File: config.mk
export PLATFORM = sky130hd
export DESIGN_NAME = cordic_vectoring_atan2
export DESIGN_NICKNAME = d
export VERILOG_FILES = /design/src/rtl/core/cva_pkg.sv /design/src/rtl/core/cva_pre.sv /design/src/rtl/core/cva_iter.sv /design/src/rtl/core/cva_sat.sv /design/src/rtl/core/cordic_vectoring_atan2.sv
export SDC_FILE = /design/constraint.sdc
export NUM_CORES = 2
export LEC_CHECK = 0
export ABC_AREA = 0
export ABC_CLOCK_PERIOD_IN_PS = 54800
export BUFFER_PORTS_ARGS = -buffer_cell sky130_fd_sc_hd__buf_2
export CELL_PAD_IN_SITES_DETAIL_PLACEMENT = 0
export CELL_PAD_IN_SITES_GLOBAL_PLACEMENT = 1
export CORE_MARGIN = 3
export CORE_UTILIZATION = 35
export DETAILED_ROUTE_END_ITERATION = 10
export GPL_TIMING_DRIVEN = 0
export PLACE_DENSITY_LB_ADDON = 0.1
export REMOVE_ABC_BUFFERS = 1
export SETUP_SLACK_MARGIN = 0.2
export SLEW_MARGIN = 20
export SYNTH_ARGS = -nofsm -noshare
export SYNTH_HDL_FRONTEND = slang
export SYNTH_HIERARCHICAL = 1
export SYNTH_SLANG_ARGS = --single-unit
File: constraint.sdc
create_clock -name clk -period 54.8 [get_ports clk]
set_input_delay 16.44 -clock clk [delete_from_list [all_inputs] [get_ports clk]]
set_output_delay 16.44 -clock clk [all_outputs]
set_load 0.02 [all_outputs]
File: src/rtl/core/cva_pkg.sv
// ----------------------------------------------------------------------------
// cva_pkg
// shared constants, types and table helpers for the cordic atan2 pipeline
// ----------------------------------------------------------------------------
package cva_pkg;

	// default build configuration
	localparam int ITERATIONS_DEF      = 12;
	localparam int COORD_WIDTH_DEF     = 16;
	localparam int ANGLE_FRAC_BITS_DEF = 13;

	// fixed field widths
	localparam int OUT_WIDTH = 16;
	localparam int CFG_WIDTH = 15;
	localparam logic [CFG_WIDTH-1:0] ZERO_LIMIT_RESET = 15'd1;

	// arctangent table held in q28
	localparam int TABLE_FRAC = 28;
	localparam int TABLE_LEN  = 16;

	localparam logic [63:0] PI_Q28 = 64'd843314857;

	localparam logic [63:0] ATAN_Q28 [TABLE_LEN] = '{
		64'd210828714, 64'd124459457, 64'd65760959, 64'd33381290,
		64'd16755422,  64'd8385879,   64'd4193963,  64'd2097109,
		64'd1048571,   64'd524287,    64'd262144,   64'd131072,
		64'd65536,     64'd32768,     64'd16384,    64'd8192
	};

	// control bits that travel with each pipeline stage
	typedef struct packed {
		logic valid;
		logic zero;
	} ctl_t;

	// round a q28 constant half up to the angle format
	function automatic logic [63:0] round_q28(input logic [63:0] q, input int frac);
		int          s;
		logic [63:0] half;
		s    = TABLE_FRAC - frac;
		half = (s > 0) ? (64'd1 << (s - 1)) : 64'd0;
		return (q + half) >> s;
	endfunction

	// table entry for one micro-rotation
	function automatic logic [63:0] atan_entry(input int step, input int frac);
		return round_q28(ATAN_Q28[step], frac);
	endfunction

endpackage

File: src/rtl/core/cva_pre.sv
// ----------------------------------------------------------------------------
// cva_pre
// first stage: near-zero test, left half-plane fold and angle preset
// ----------------------------------------------------------------------------
module cva_pre #(
	parameter int COORD_WIDTH     = cva_pkg::COORD_WIDTH_DEF,
	parameter int ANGLE_FRAC_BITS = cva_pkg::ANGLE_FRAC_BITS_DEF,
	parameter int XW              = COORD_WIDTH + 2,
	parameter int ANG_W           = ANGLE_FRAC_BITS + 4
) (
	input  logic                              clk,
	input  logic                              arst_n,
	input  logic                              en,
	input  logic                              in_valid,
	input  logic signed [COORD_WIDTH-1:0]     x_value,
	input  logic signed [COORD_WIDTH-1:0]     y_value,
	input  logic [cva_pkg::CFG_WIDTH-1:0]     zero_limit,
	output cva_pkg::ctl_t                     ctl_s1,
	output logic signed [XW-1:0]              x_s1,
	output logic signed [XW-1:0]              y_s1,
	output logic signed [ANG_W-1:0]           ang_s1
);
	import cva_pkg::*;

	localparam int MAG_W = COORD_WIDTH + 1;
	localparam int CMP_W = (MAG_W > CFG_WIDTH) ? MAG_W : CFG_WIDTH;
	localparam logic signed [ANG_W-1:0] PI_ANG = ANG_W'(round_q28(PI_Q28, ANGLE_FRAC_BITS));

	logic signed [XW-1:0]    x_ext;
	logic signed [XW-1:0]    y_ext;
	logic [MAG_W-1:0]        x_mag;
	logic [MAG_W-1:0]        y_mag;
	logic [CMP_W-1:0]        lim_ext;
	logic                    is_zero;
	logic                    x_neg;
	logic signed [XW-1:0]    x_fold;
	logic signed [XW-1:0]    y_fold;
	logic signed [ANG_W-1:0] ang_init;

	// magnitudes and near-zero compare
	always_comb begin
		x_ext   = XW'(x_value);
		y_ext   = XW'(y_value);
		x_mag   = x_ext[XW-1] ? MAG_W'(-x_ext) : MAG_W'(x_ext);
		y_mag   = y_ext[XW-1] ? MAG_W'(-y_ext) : MAG_W'(y_ext);
		lim_ext = CMP_W'(zero_limit);
		is_zero = (CMP_W'(x_mag) < lim_ext) && (CMP_W'(y_mag) < lim_ext);
	end

	// fold negative x into the right half plane with a pi preset
	always_comb begin
		x_neg = x_ext[XW-1];
		if (x_neg) begin
			x_fold   = -x_ext;
			y_fold   = -y_ext;
			ang_init = y_ext[XW-1] ? -PI_ANG : PI_ANG;
		end else begin
			x_fold   = x_ext;
			y_fold   = y_ext;
			ang_init = '0;
		end
	end

	// stage control
	always_ff @(posedge clk or negedge arst_n) begin
		if (!arst_n) begin
			ctl_s1 <= '0;
		end else if (en) begin
			ctl_s1.valid <= in_valid;
			ctl_s1.zero  <= is_zero;
		end
	end

	// stage payload
	always_ff @(posedge clk) begin
		if (en) begin
			x_s1   <= x_fold;
			y_s1   <= y_fold;
			ang_s1 <= ang_init;
		end
	end

endmodule

File: src/rtl/core/cva_iter.sv
// ----------------------------------------------------------------------------
// cva_iter
// one vectoring micro-rotation with its pipeline register
// ----------------------------------------------------------------------------
module cva_iter #(
	parameter int STEP            = 0,
	parameter int ANGLE_FRAC_BITS = cva_pkg::ANGLE_FRAC_BITS_DEF,
	parameter int XW              = cva_pkg::COORD_WIDTH_DEF + 2,
	parameter int ANG_W           = ANGLE_FRAC_BITS + 4
) (
	input  logic                    clk,
	input  logic                    arst_n,
	input  logic                    en,
	input  cva_pkg::ctl_t           ctl_in,
	input  logic signed [XW-1:0]    x_in,
	input  logic signed [XW-1:0]    y_in,
	input  logic signed [ANG_W-1:0] ang_in,
	output cva_pkg::ctl_t           ctl_s1,
	output logic signed [XW-1:0]    x_s1,
	output logic signed [XW-1:0]    y_s1,
	output logic signed [ANG_W-1:0] ang_s1
);
	import cva_pkg::*;

	localparam logic signed [ANG_W-1:0] T_ANG = ANG_W'(atan_entry(STEP, ANGLE_FRAC_BITS));

	logic signed [XW-1:0]    x_sh;
	logic signed [XW-1:0]    y_sh;
	logic signed [XW-1:0]    x_nxt;
	logic signed [XW-1:0]    y_nxt;
	logic signed [ANG_W-1:0] ang_nxt;

	// rotate toward the x axis, direction from the sign of y
	always_comb begin
		x_sh = x_in >>> STEP;
		y_sh = y_in >>> STEP;
		if (!y_in[XW-1]) begin
			x_nxt   = x_in + y_sh;
			y_nxt   = y_in - x_sh;
			ang_nxt = ang_in + T_ANG;
		end else begin
			x_nxt   = x_in - y_sh;
			y_nxt   = y_in + x_sh;
			ang_nxt = ang_in - T_ANG;
		end
	end

	// stage control
	always_ff @(posedge clk or negedge arst_n) begin
		if (!arst_n) begin
			ctl_s1 <= '0;
		end else if (en) begin
			ctl_s1 <= ctl_in;
		end
	end

	// stage payload
	always_ff @(posedge clk) begin
		if (en) begin
			x_s1   <= x_nxt;
			y_s1   <= y_nxt;
			ang_s1 <= ang_nxt;
		end
	end

endmodule

File: src/rtl/core/cva_sat.sv
// ----------------------------------------------------------------------------
// cva_sat
// last stage: zero override, saturation and the output register
// ----------------------------------------------------------------------------
module cva_sat #(
	parameter int ANGLE_FRAC_BITS = cva_pkg::ANGLE_FRAC_BITS_DEF,
	parameter int ANG_W           = ANGLE_FRAC_BITS + 4
) (
	input  logic                                   clk,
	input  logic                                   arst_n,
	input  logic                                   en,
	input  cva_pkg::ctl_t                          ctl_in,
	input  logic signed [ANG_W-1:0]                ang_in,
	output logic                                   out_valid_s1,
	output logic signed [cva_pkg::OUT_WIDTH-1:0]   angle_s1
);
	import cva_pkg::*;

	localparam int SW = (ANG_W > OUT_WIDTH) ? ANG_W : OUT_WIDTH;
	localparam logic signed [SW-1:0] OMAX = SW'((64'sd1 <<< (OUT_WIDTH - 1)) - 64'sd1);
	localparam logic signed [SW-1:0] OMIN = SW'(-(64'sd1 <<< (OUT_WIDTH - 1)));

	logic signed [SW-1:0]        ang_ext;
	logic signed [OUT_WIDTH-1:0] angle_nxt;

	// clamp to the output range, force zero for the near-origin case
	always_comb begin
		ang_ext = SW'(ang_in);
		if (ctl_in.zero) begin
			angle_nxt = '0;
		end else if (ang_ext > OMAX) begin
			angle_nxt = OMAX[OUT_WIDTH-1:0];
		end else if (ang_ext < OMIN) begin
			angle_nxt = OMIN[OUT_WIDTH-1:0];
		end else begin
			angle_nxt = ang_ext[OUT_WIDTH-1:0];
		end
	end

	// output valid
	always_ff @(posedge clk or negedge arst_n) begin
		if (!arst_n) begin
			out_valid_s1 <= 1'b0;
		end else if (en) begin
			out_valid_s1 <= ctl_in.valid;
		end
	end

	// output data
	always_ff @(posedge clk) begin
		if (en) begin
			angle_s1 <= angle_nxt;
		end
	end

endmodule

File: src/rtl/core/cordic_vectoring_atan2.sv
// ----------------------------------------------------------------------------
// cordic_vectoring_atan2
// pipelined cordic vectoring unit returning atan2(y, x) in q3.13 radians
// ----------------------------------------------------------------------------
// usage:
//   s_* : request stream, one (x, y) pair per accepted beat
//   m_* : result stream, one angle per request, in request order
//   cfg_*: write of the zero limit register, taken in any cycle
// pipeline: one fold stage, one stage per micro-rotation and one output
//   stage, each a register between input accept and m_tvalid.
// throughput: one request per cycle when not stalled; every stage is a
//   register slice fed by a single adder per coordinate, so nothing iterates.
// stall: all stages share one advance enable, high while the output
//   register is empty or being taken; when m_tready is low with a result
//   waiting, the whole pipe holds and s_tready drops, nothing is lost.
// reset: arst_n clears all stage valid bits and sets the zero limit to 1;
//   the block takes requests in the first cycle after reset.
// ----------------------------------------------------------------------------
module cordic_vectoring_atan2 #(
	parameter  int ITERATIONS      = cva_pkg::ITERATIONS_DEF,
	parameter  int COORD_WIDTH     = cva_pkg::COORD_WIDTH_DEF,
	parameter  int ANGLE_FRAC_BITS = cva_pkg::ANGLE_FRAC_BITS_DEF,
	localparam int S_DATA_W        = ((2 * COORD_WIDTH + 7) / 8) * 8
) (
	input  logic                               clk,
	input  logic                               arst_n,
	// request stream
	input  logic                               s_tvalid,
	output logic                               s_tready,
	input  logic [S_DATA_W-1:0]                s_tdata,  // x_value, y_value, zero pad
	// result stream
	output logic                               m_tvalid,
	input  logic                               m_tready,
	output logic [cva_pkg::OUT_WIDTH-1:0]      m_tdata,  // angle
	// zero limit write
	input  logic                               cfg_valid,
	output logic                               cfg_ready,
	input  logic [cva_pkg::CFG_WIDTH-1:0]      cfg_data
);
	import cva_pkg::*;

	localparam int XW    = COORD_WIDTH + 2;
	localparam int ANG_W = ANGLE_FRAC_BITS + 4;

	logic [CFG_WIDTH-1:0]     zero_limit_q;
	logic                     en;
	ctl_t                     ctl_p   [ITERATIONS+1];
	logic signed [XW-1:0]     x_p     [ITERATIONS+1];
	logic signed [XW-1:0]     y_p     [ITERATIONS+1];
	logic signed [ANG_W-1:0]  ang_p   [ITERATIONS+1];
	logic signed [OUT_WIDTH-1:0] angle_out;

	// zero limit register
	assign cfg_ready = 1'b1;

	always_ff @(posedge clk or negedge arst_n) begin
		if (!arst_n) begin
			zero_limit_q <= ZERO_LIMIT_RESET;
		end else if (cfg_valid) begin
			zero_limit_q <= cfg_data;
		end
	end

	// shared advance enable
	assign en       = !m_tvalid || m_tready;
	assign s_tready = en;

	// fold stage
	cva_pre #(
		.COORD_WIDTH     (COORD_WIDTH),
		.ANGLE_FRAC_BITS (ANGLE_FRAC_BITS),
		.XW              (XW),
		.ANG_W           (ANG_W)
	) u_pre (
		.clk        (clk),
		.arst_n     (arst_n),
		.en         (en),
		.in_valid   (s_tvalid),
		.x_value    (s_tdata[COORD_WIDTH-1:0]),
		.y_value    (s_tdata[2*COORD_WIDTH-1:COORD_WIDTH]),
		.zero_limit (zero_limit_q),
		.ctl_s1     (ctl_p[0]),
		.x_s1       (x_p[0]),
		.y_s1       (y_p[0]),
		.ang_s1     (ang_p[0])
	);

	// micro-rotation stages
	for (genvar k = 0; k < ITERATIONS; k++) begin : g_iter
		cva_iter #(
			.STEP            (k),
			.ANGLE_FRAC_BITS (ANGLE_FRAC_BITS),
			.XW              (XW),
			.ANG_W           (ANG_W)
		) u_iter (
			.clk    (clk),
			.arst_n (arst_n),
			.en     (en),
			.ctl_in (ctl_p[k]),
			.x_in   (x_p[k]),
			.y_in   (y_p[k]),
			.ang_in (ang_p[k]),
			.ctl_s1 (ctl_p[k+1]),
			.x_s1   (x_p[k+1]),
			.y_s1   (y_p[k+1]),
			.ang_s1 (ang_p[k+1])
		);
	end

	// output stage
	cva_sat #(
		.ANGLE_FRAC_BITS (ANGLE_FRAC_BITS),
		.ANG_W           (ANG_W)
	) u_sat (
		.clk          (clk),
		.arst_n       (arst_n),
		.en           (en),
		.ctl_in       (ctl_p[ITERATIONS]),
		.ang_in       (ang_p[ITERATIONS]),
		.out_valid_s1 (m_tvalid),
		.angle_s1     (angle_out)
	);

	assign m_tdata = angle_out;

endmodule

Word level (Yosys, flattened, before mapping)
Index checks and enable logic that the tools add are counted.
- register bits after elaboration: 693
- logic and storage cells: 182
- bits of input ports: 52
- output and inout port bits: 19
- reduce and logical (&&, ||, !) cells: 4
- add/sub/neg operators: 67
- mux-type cells: 40
- magnitude comparators: 4
- operators by type and width (operator ; count):
    $mux 18 ; 22
    $mux 17 ; 15
    $add 18x10->18 ; 2
    $add 18x11->18 ; 2
    $add 18x12->18 ; 2
    $add 18x13->18 ; 2
    $add 18x14->18 ; 2
    $add 18x15->18 ; 2
    $add 18x16->18 ; 2
    $add 18x17->18 ; 2
    $add 18x9->18 ; 2
    $neg 16->18 ; 2
    $sub 18x10->18 ; 2
    $sub 18x11->18 ; 2
    $sub 18x12->18 ; 2
    $sub 18x13->18 ; 2
    $sub 18x14->18 ; 2
    $sub 18x15->18 ; 2
    $sub 18x16->18 ; 2
    $sub 18x17->18 ; 2
    $sub 18x18->18 ; 2
    $sub 18x9->18 ; 2
    $add 17x10->17 const B ; 2
    $lt 17x15->1 ; 2
    32 further kinds ; 34

Depth between registers and ports, before layout
- depth after elaboration: 4
- depth in mapped cells: 15
- mapped depth without buffers: 14

Cells and area by module
The synthesis kept the hierarchy.
- modules (own cells, without submodules) (module ; area each (um^2) ; instances ; seq. area each (um^2) ; cells each):
    cva_iter at g_iter[0].u_iter ; 5128.7 ; 1 ; 1611.5 ; 565
    cva_iter at g_iter[4].u_iter ; 4855.9 ; 1 ; 1641.6 ; 506
    cva_iter at g_iter[3].u_iter ; 4748.3 ; 1 ; 1641.6 ; 481
    cva_iter at g_iter[2].u_iter ; 4720.8 ; 1 ; 1641.6 ; 482
    cva_iter at g_iter[1].u_iter ; 4700.8 ; 1 ; 1641.6 ; 483
    cva_iter at g_iter[9].u_iter ; 4470.5 ; 1 ; 1641.6 ; 458
    cva_iter at g_iter[11].u_iter ; 4431.8 ; 1 ; 1641.6 ; 431
    cva_iter at g_iter[10].u_iter ; 4345.4 ; 1 ; 1641.6 ; 443
    cva_iter at g_iter[7].u_iter ; 4300.4 ; 1 ; 1641.6 ; 429
    cva_iter at g_iter[8].u_iter ; 4281.6 ; 1 ; 1641.6 ; 427
    cva_iter at g_iter[6].u_iter ; 4250.3 ; 1 ; 1641.6 ; 427
    cva_iter at g_iter[5].u_iter ; 4210.3 ; 1 ; 1641.6 ; 421
    cva_pre ; 2985.4 ; 1 ; 1221.2 ; 286
    cva_sat ; 848.3 ; 1 ; 505.5 ; 72
    cordic_vectoring_atan2 ; 631.9 ; 1 ; 376.6 ; 35

Least setup slack after synthesis
Ideal clock, no wire load.
- path type: input-to-output
- start: input m_tready
- end: output s_tready
- required time: 38.360 ns
- arrival: 33.640 ns
- stages on the path: 1
- path buffers: 0
- slack: 4.720 ns
- cell sequence: nand2b_1
- longest elaborated chain between the ends: 1
- ends and longest elaborated chain (element ; RTL line ; RTL):
    from (decl) ; cordic_vectoring_atan2.sv:33 ; input logic m_tready,
    $logic_or 1x1->1 ; cordic_vectoring_atan2.sv:65 ; assign en = !m_tvalid || m_tready;
    to (decl) ; cordic_vectoring_atan2.sv:29 ; output logic s_tready,
Every way passes these cells.

Final worst setup path
Ends and elaborated chain as after synthesis.

==> results.sh <==
export IMPL_final_area_um2=58400
export IMPL_die_x_um=394
export IMPL_finalHoldViolCount=0
export IMPL_htreeDepth=3
export IMPL_finalCritPeriodShare_pct=64.7
export IMPL_antenna_found_initial=1
export IMPL_root_buffer="clkbuf_16"
export IMPL_fin_skew_ns=0.0576
export IMPL_hp_class="reg2reg"
export IMPL_drc_errors=0
export IMPL_dp_cells=7316
export IMPL_num_io_pins=71
export IMPL_cts_sinks=651
export IMPL_cts_tree="yes"
export IMPL_grt_overflow=0
export IMPL_setup_viol=0
export IMPL_portBuffers=69
export IMPL_numCtsBuffers=85
export IMPL_rows=141
export IMPL_stdcell_count=7470
export IMPL_maxSlewViolCount=0
export IMPL_dpl_cell_area_um2=55600
export IMPL_totalWireLength_um=132000
export IMPL_vias=39200
export IMPL_clk_pin_slew_ns=0.05
export IMPL_required_ns=38.36
export IMPL_postCtsSetupBuffers=0
export IMPL_gp_congestion=0.838
export IMPL_ctsHoldBuffers=0
export IMPL_postSynthCellCount=5349
export IMPL_track_usage_pct=16.8
export IMPL_clockBufferDepth=3
export IMPL_firstDrtPassIters=8
export IMPL_final_layout_size_suffix_gt1_share_pct=8.05
export IMPL_relSlewSlack_pct=32.2
export IMPL_postSynthAreaPerCell_um2=9.87
export IMPL_fp_dieH_um=394
export IMPL_crit_family="buffers and inverters"
export IMPL_crit_type="in2out"
export IMPL_grt_pass1_wl_um=215000
export IMPL_period_minus_slack_ns=35.45
export IMPL_drv_cap=0
export IMPL_start_util_pct=35.5
export IMPL_antenna_left=0
export IMPL_clock_fmax_mhz=28.2
export IMPL_drtIter0Drc=1979
export IMPL_critPathBufInv=8
export IMPL_crit_chain="buf_2 -> nand2b_4 -> buf_16 -> buf_16 -> buf_16 -> buf_16 -> buf_16 -> buf_12 -> buf_2"
export IMPL_dieArea_um2=156000
export IMPL_path_max_fanout=54
export IMPL_grt_max_degree=56
export IMPL_crit_top_cell="buf_16"
export IMPL_grt_pass1_vias=39000
export IMPL_start_kind="input pin"
export IMPL_tns_ns=0
export IMPL_syn2layout_area_growth_pct=10.7
export IMPL_core_area_um2=149000
export IMPL_syn_area_um2=52800
export IMPL_cts_resized=0
export IMPL_rsz0062_at_grt="false"
export IMPL_routed_via_density=5.24
export IMPL_wl_per_cell_um=17.7
export IMPL_finalNetCount=6060
export IMPL_synth_warnings=6
export IMPL_worstPathArrival_ns=19.01
export IMPL_slowest_delay_ns=0.44
export IMPL_status="completed"
export IMPL_hpwl_um=105000
export IMPL_cpMaxStageDelayCell="nand2b_4"
export IMPL_worst_pin_slew_ns=1.02
export IMPL_critPathCaptureType="output port"
export IMPL_n_antenna_cell=0
export IMPL_worstSkewPairLatency_ns=0.71
worst register-to-register path: cells and delay by family (launching register included):
family	cells	cell delay [ns]
compound gates	6	1.43
buf+inv	2	0.91
flops	1	0.65
xor+xnor	2	0.38
fa+ha+maj	1	0.36
metrics by stage:
stage	hold WS [ns]	worst slack [ns]	util, %
2_1_floorplan	0.400	6.64	-
4_1_cts	0.413	19.24	39.3
5_1_grt	0.413	19.10	39.3
6_report	0.410	19.35	39.3
3_3_place_gp	0.403	-2.69	37.0
3_5_place_dp	0.405	19.25	37.4
layout make-up:
class	instances	area, µm²
clock buffer	108	2260
clock inverter	45	563
fill	14900	90300
inverter	283	1060
multi-input combinational	4283	31700
sequential	651	19300
tap	2002	2500
timing repair buffer	98	965
cells in the final DEF, fill, tap and decap left out, types with 18 or more instances in the layout:
cell type / instances
clkbuf_16: 86
o41ai_1: 19
o211ai_1: 41
buf_2: 68
nand3_1: 95
o22ai_1: 18
xnor2_1: 409
a21o_1: 142
nand4_1: 43
and2_1: 23
nand2_1: 316
dfrtp_1: 41
o21bai_1: 45
o21a_1: 74
and3_1: 43
nor2b_1: 70
fa_1: 33
or3_1: 25
nor4_1: 40
a31oi_1: 55
mux2_2: 50
o31ai_1: 39
or2_2: 19
a21oi_1: 445
a211oi_1: 87
o21ai_1: 40
o21ai_0: 236
xor2_1: 236
ha_1: 573
o31a_1: 18
inv_1: 274
nor3_1: 130
nand2b_1: 64
nor2_1: 452
mux2i_1: 18
clkbuf_1: 19
edfxtp_1: 609
metal layers:
layer / GRT usage, % / vias to the layer above / part of all wire (%)
li1: - / 20000 / -
met1: 22.7 / 18600 / 48
met2: 28.7 / 421 / 48
met3: 1.87 / 121 / 2.7
met4: 3.96 / 0 / 1.7
met5: 0 / - / 0
path summary, 6_finish.rpt:
check	startpoint	slack (ns)	cells past startpoint	to
setup / recovery	m_tready	19.35	9	s_tready
hold / removal	g_iter[4].u_iter/ang_s1[5]	0.41	0	g_iter[5].u_iter/ang_s1[5]
setup reg to reg	g_iter[1].u_iter/y_s1[17]	50.79	11	g_iter[2].u_iter/x_s1[14]
hold reg to reg	g_iter[4].u_iter/ang_s1[5]	0.41	0	g_iter[5].u_iter/ang_s1[5]
max in group asynchronous	arst_n	38.67	1	g_iter[1].u_iter/ctl_s1[0]
min in group asynchronous	arst_n	15.72	1	zero_limit_q[10]
state kept, by name, indices dropped and copies added (netlist names):
name,count
g_iter.u_iter/ang_s1,204
g_iter.u_iter/ctl_s1,24
g_iter.u_iter/x_s1,169
g_iter.u_iter/y_s1,181
u_pre/ang_s1,3
u_pre/ctl_s1,2
u_pre/x_s1,18
u_pre/y_s1,18
u_sat/angle_s1,16
u_sat/out_valid_s1,1
zero_limit_q,15
Power is left out: the tool's default activity adds up to more than one toggle a clock period on the data nets, which glitch-free logic cannot reach.
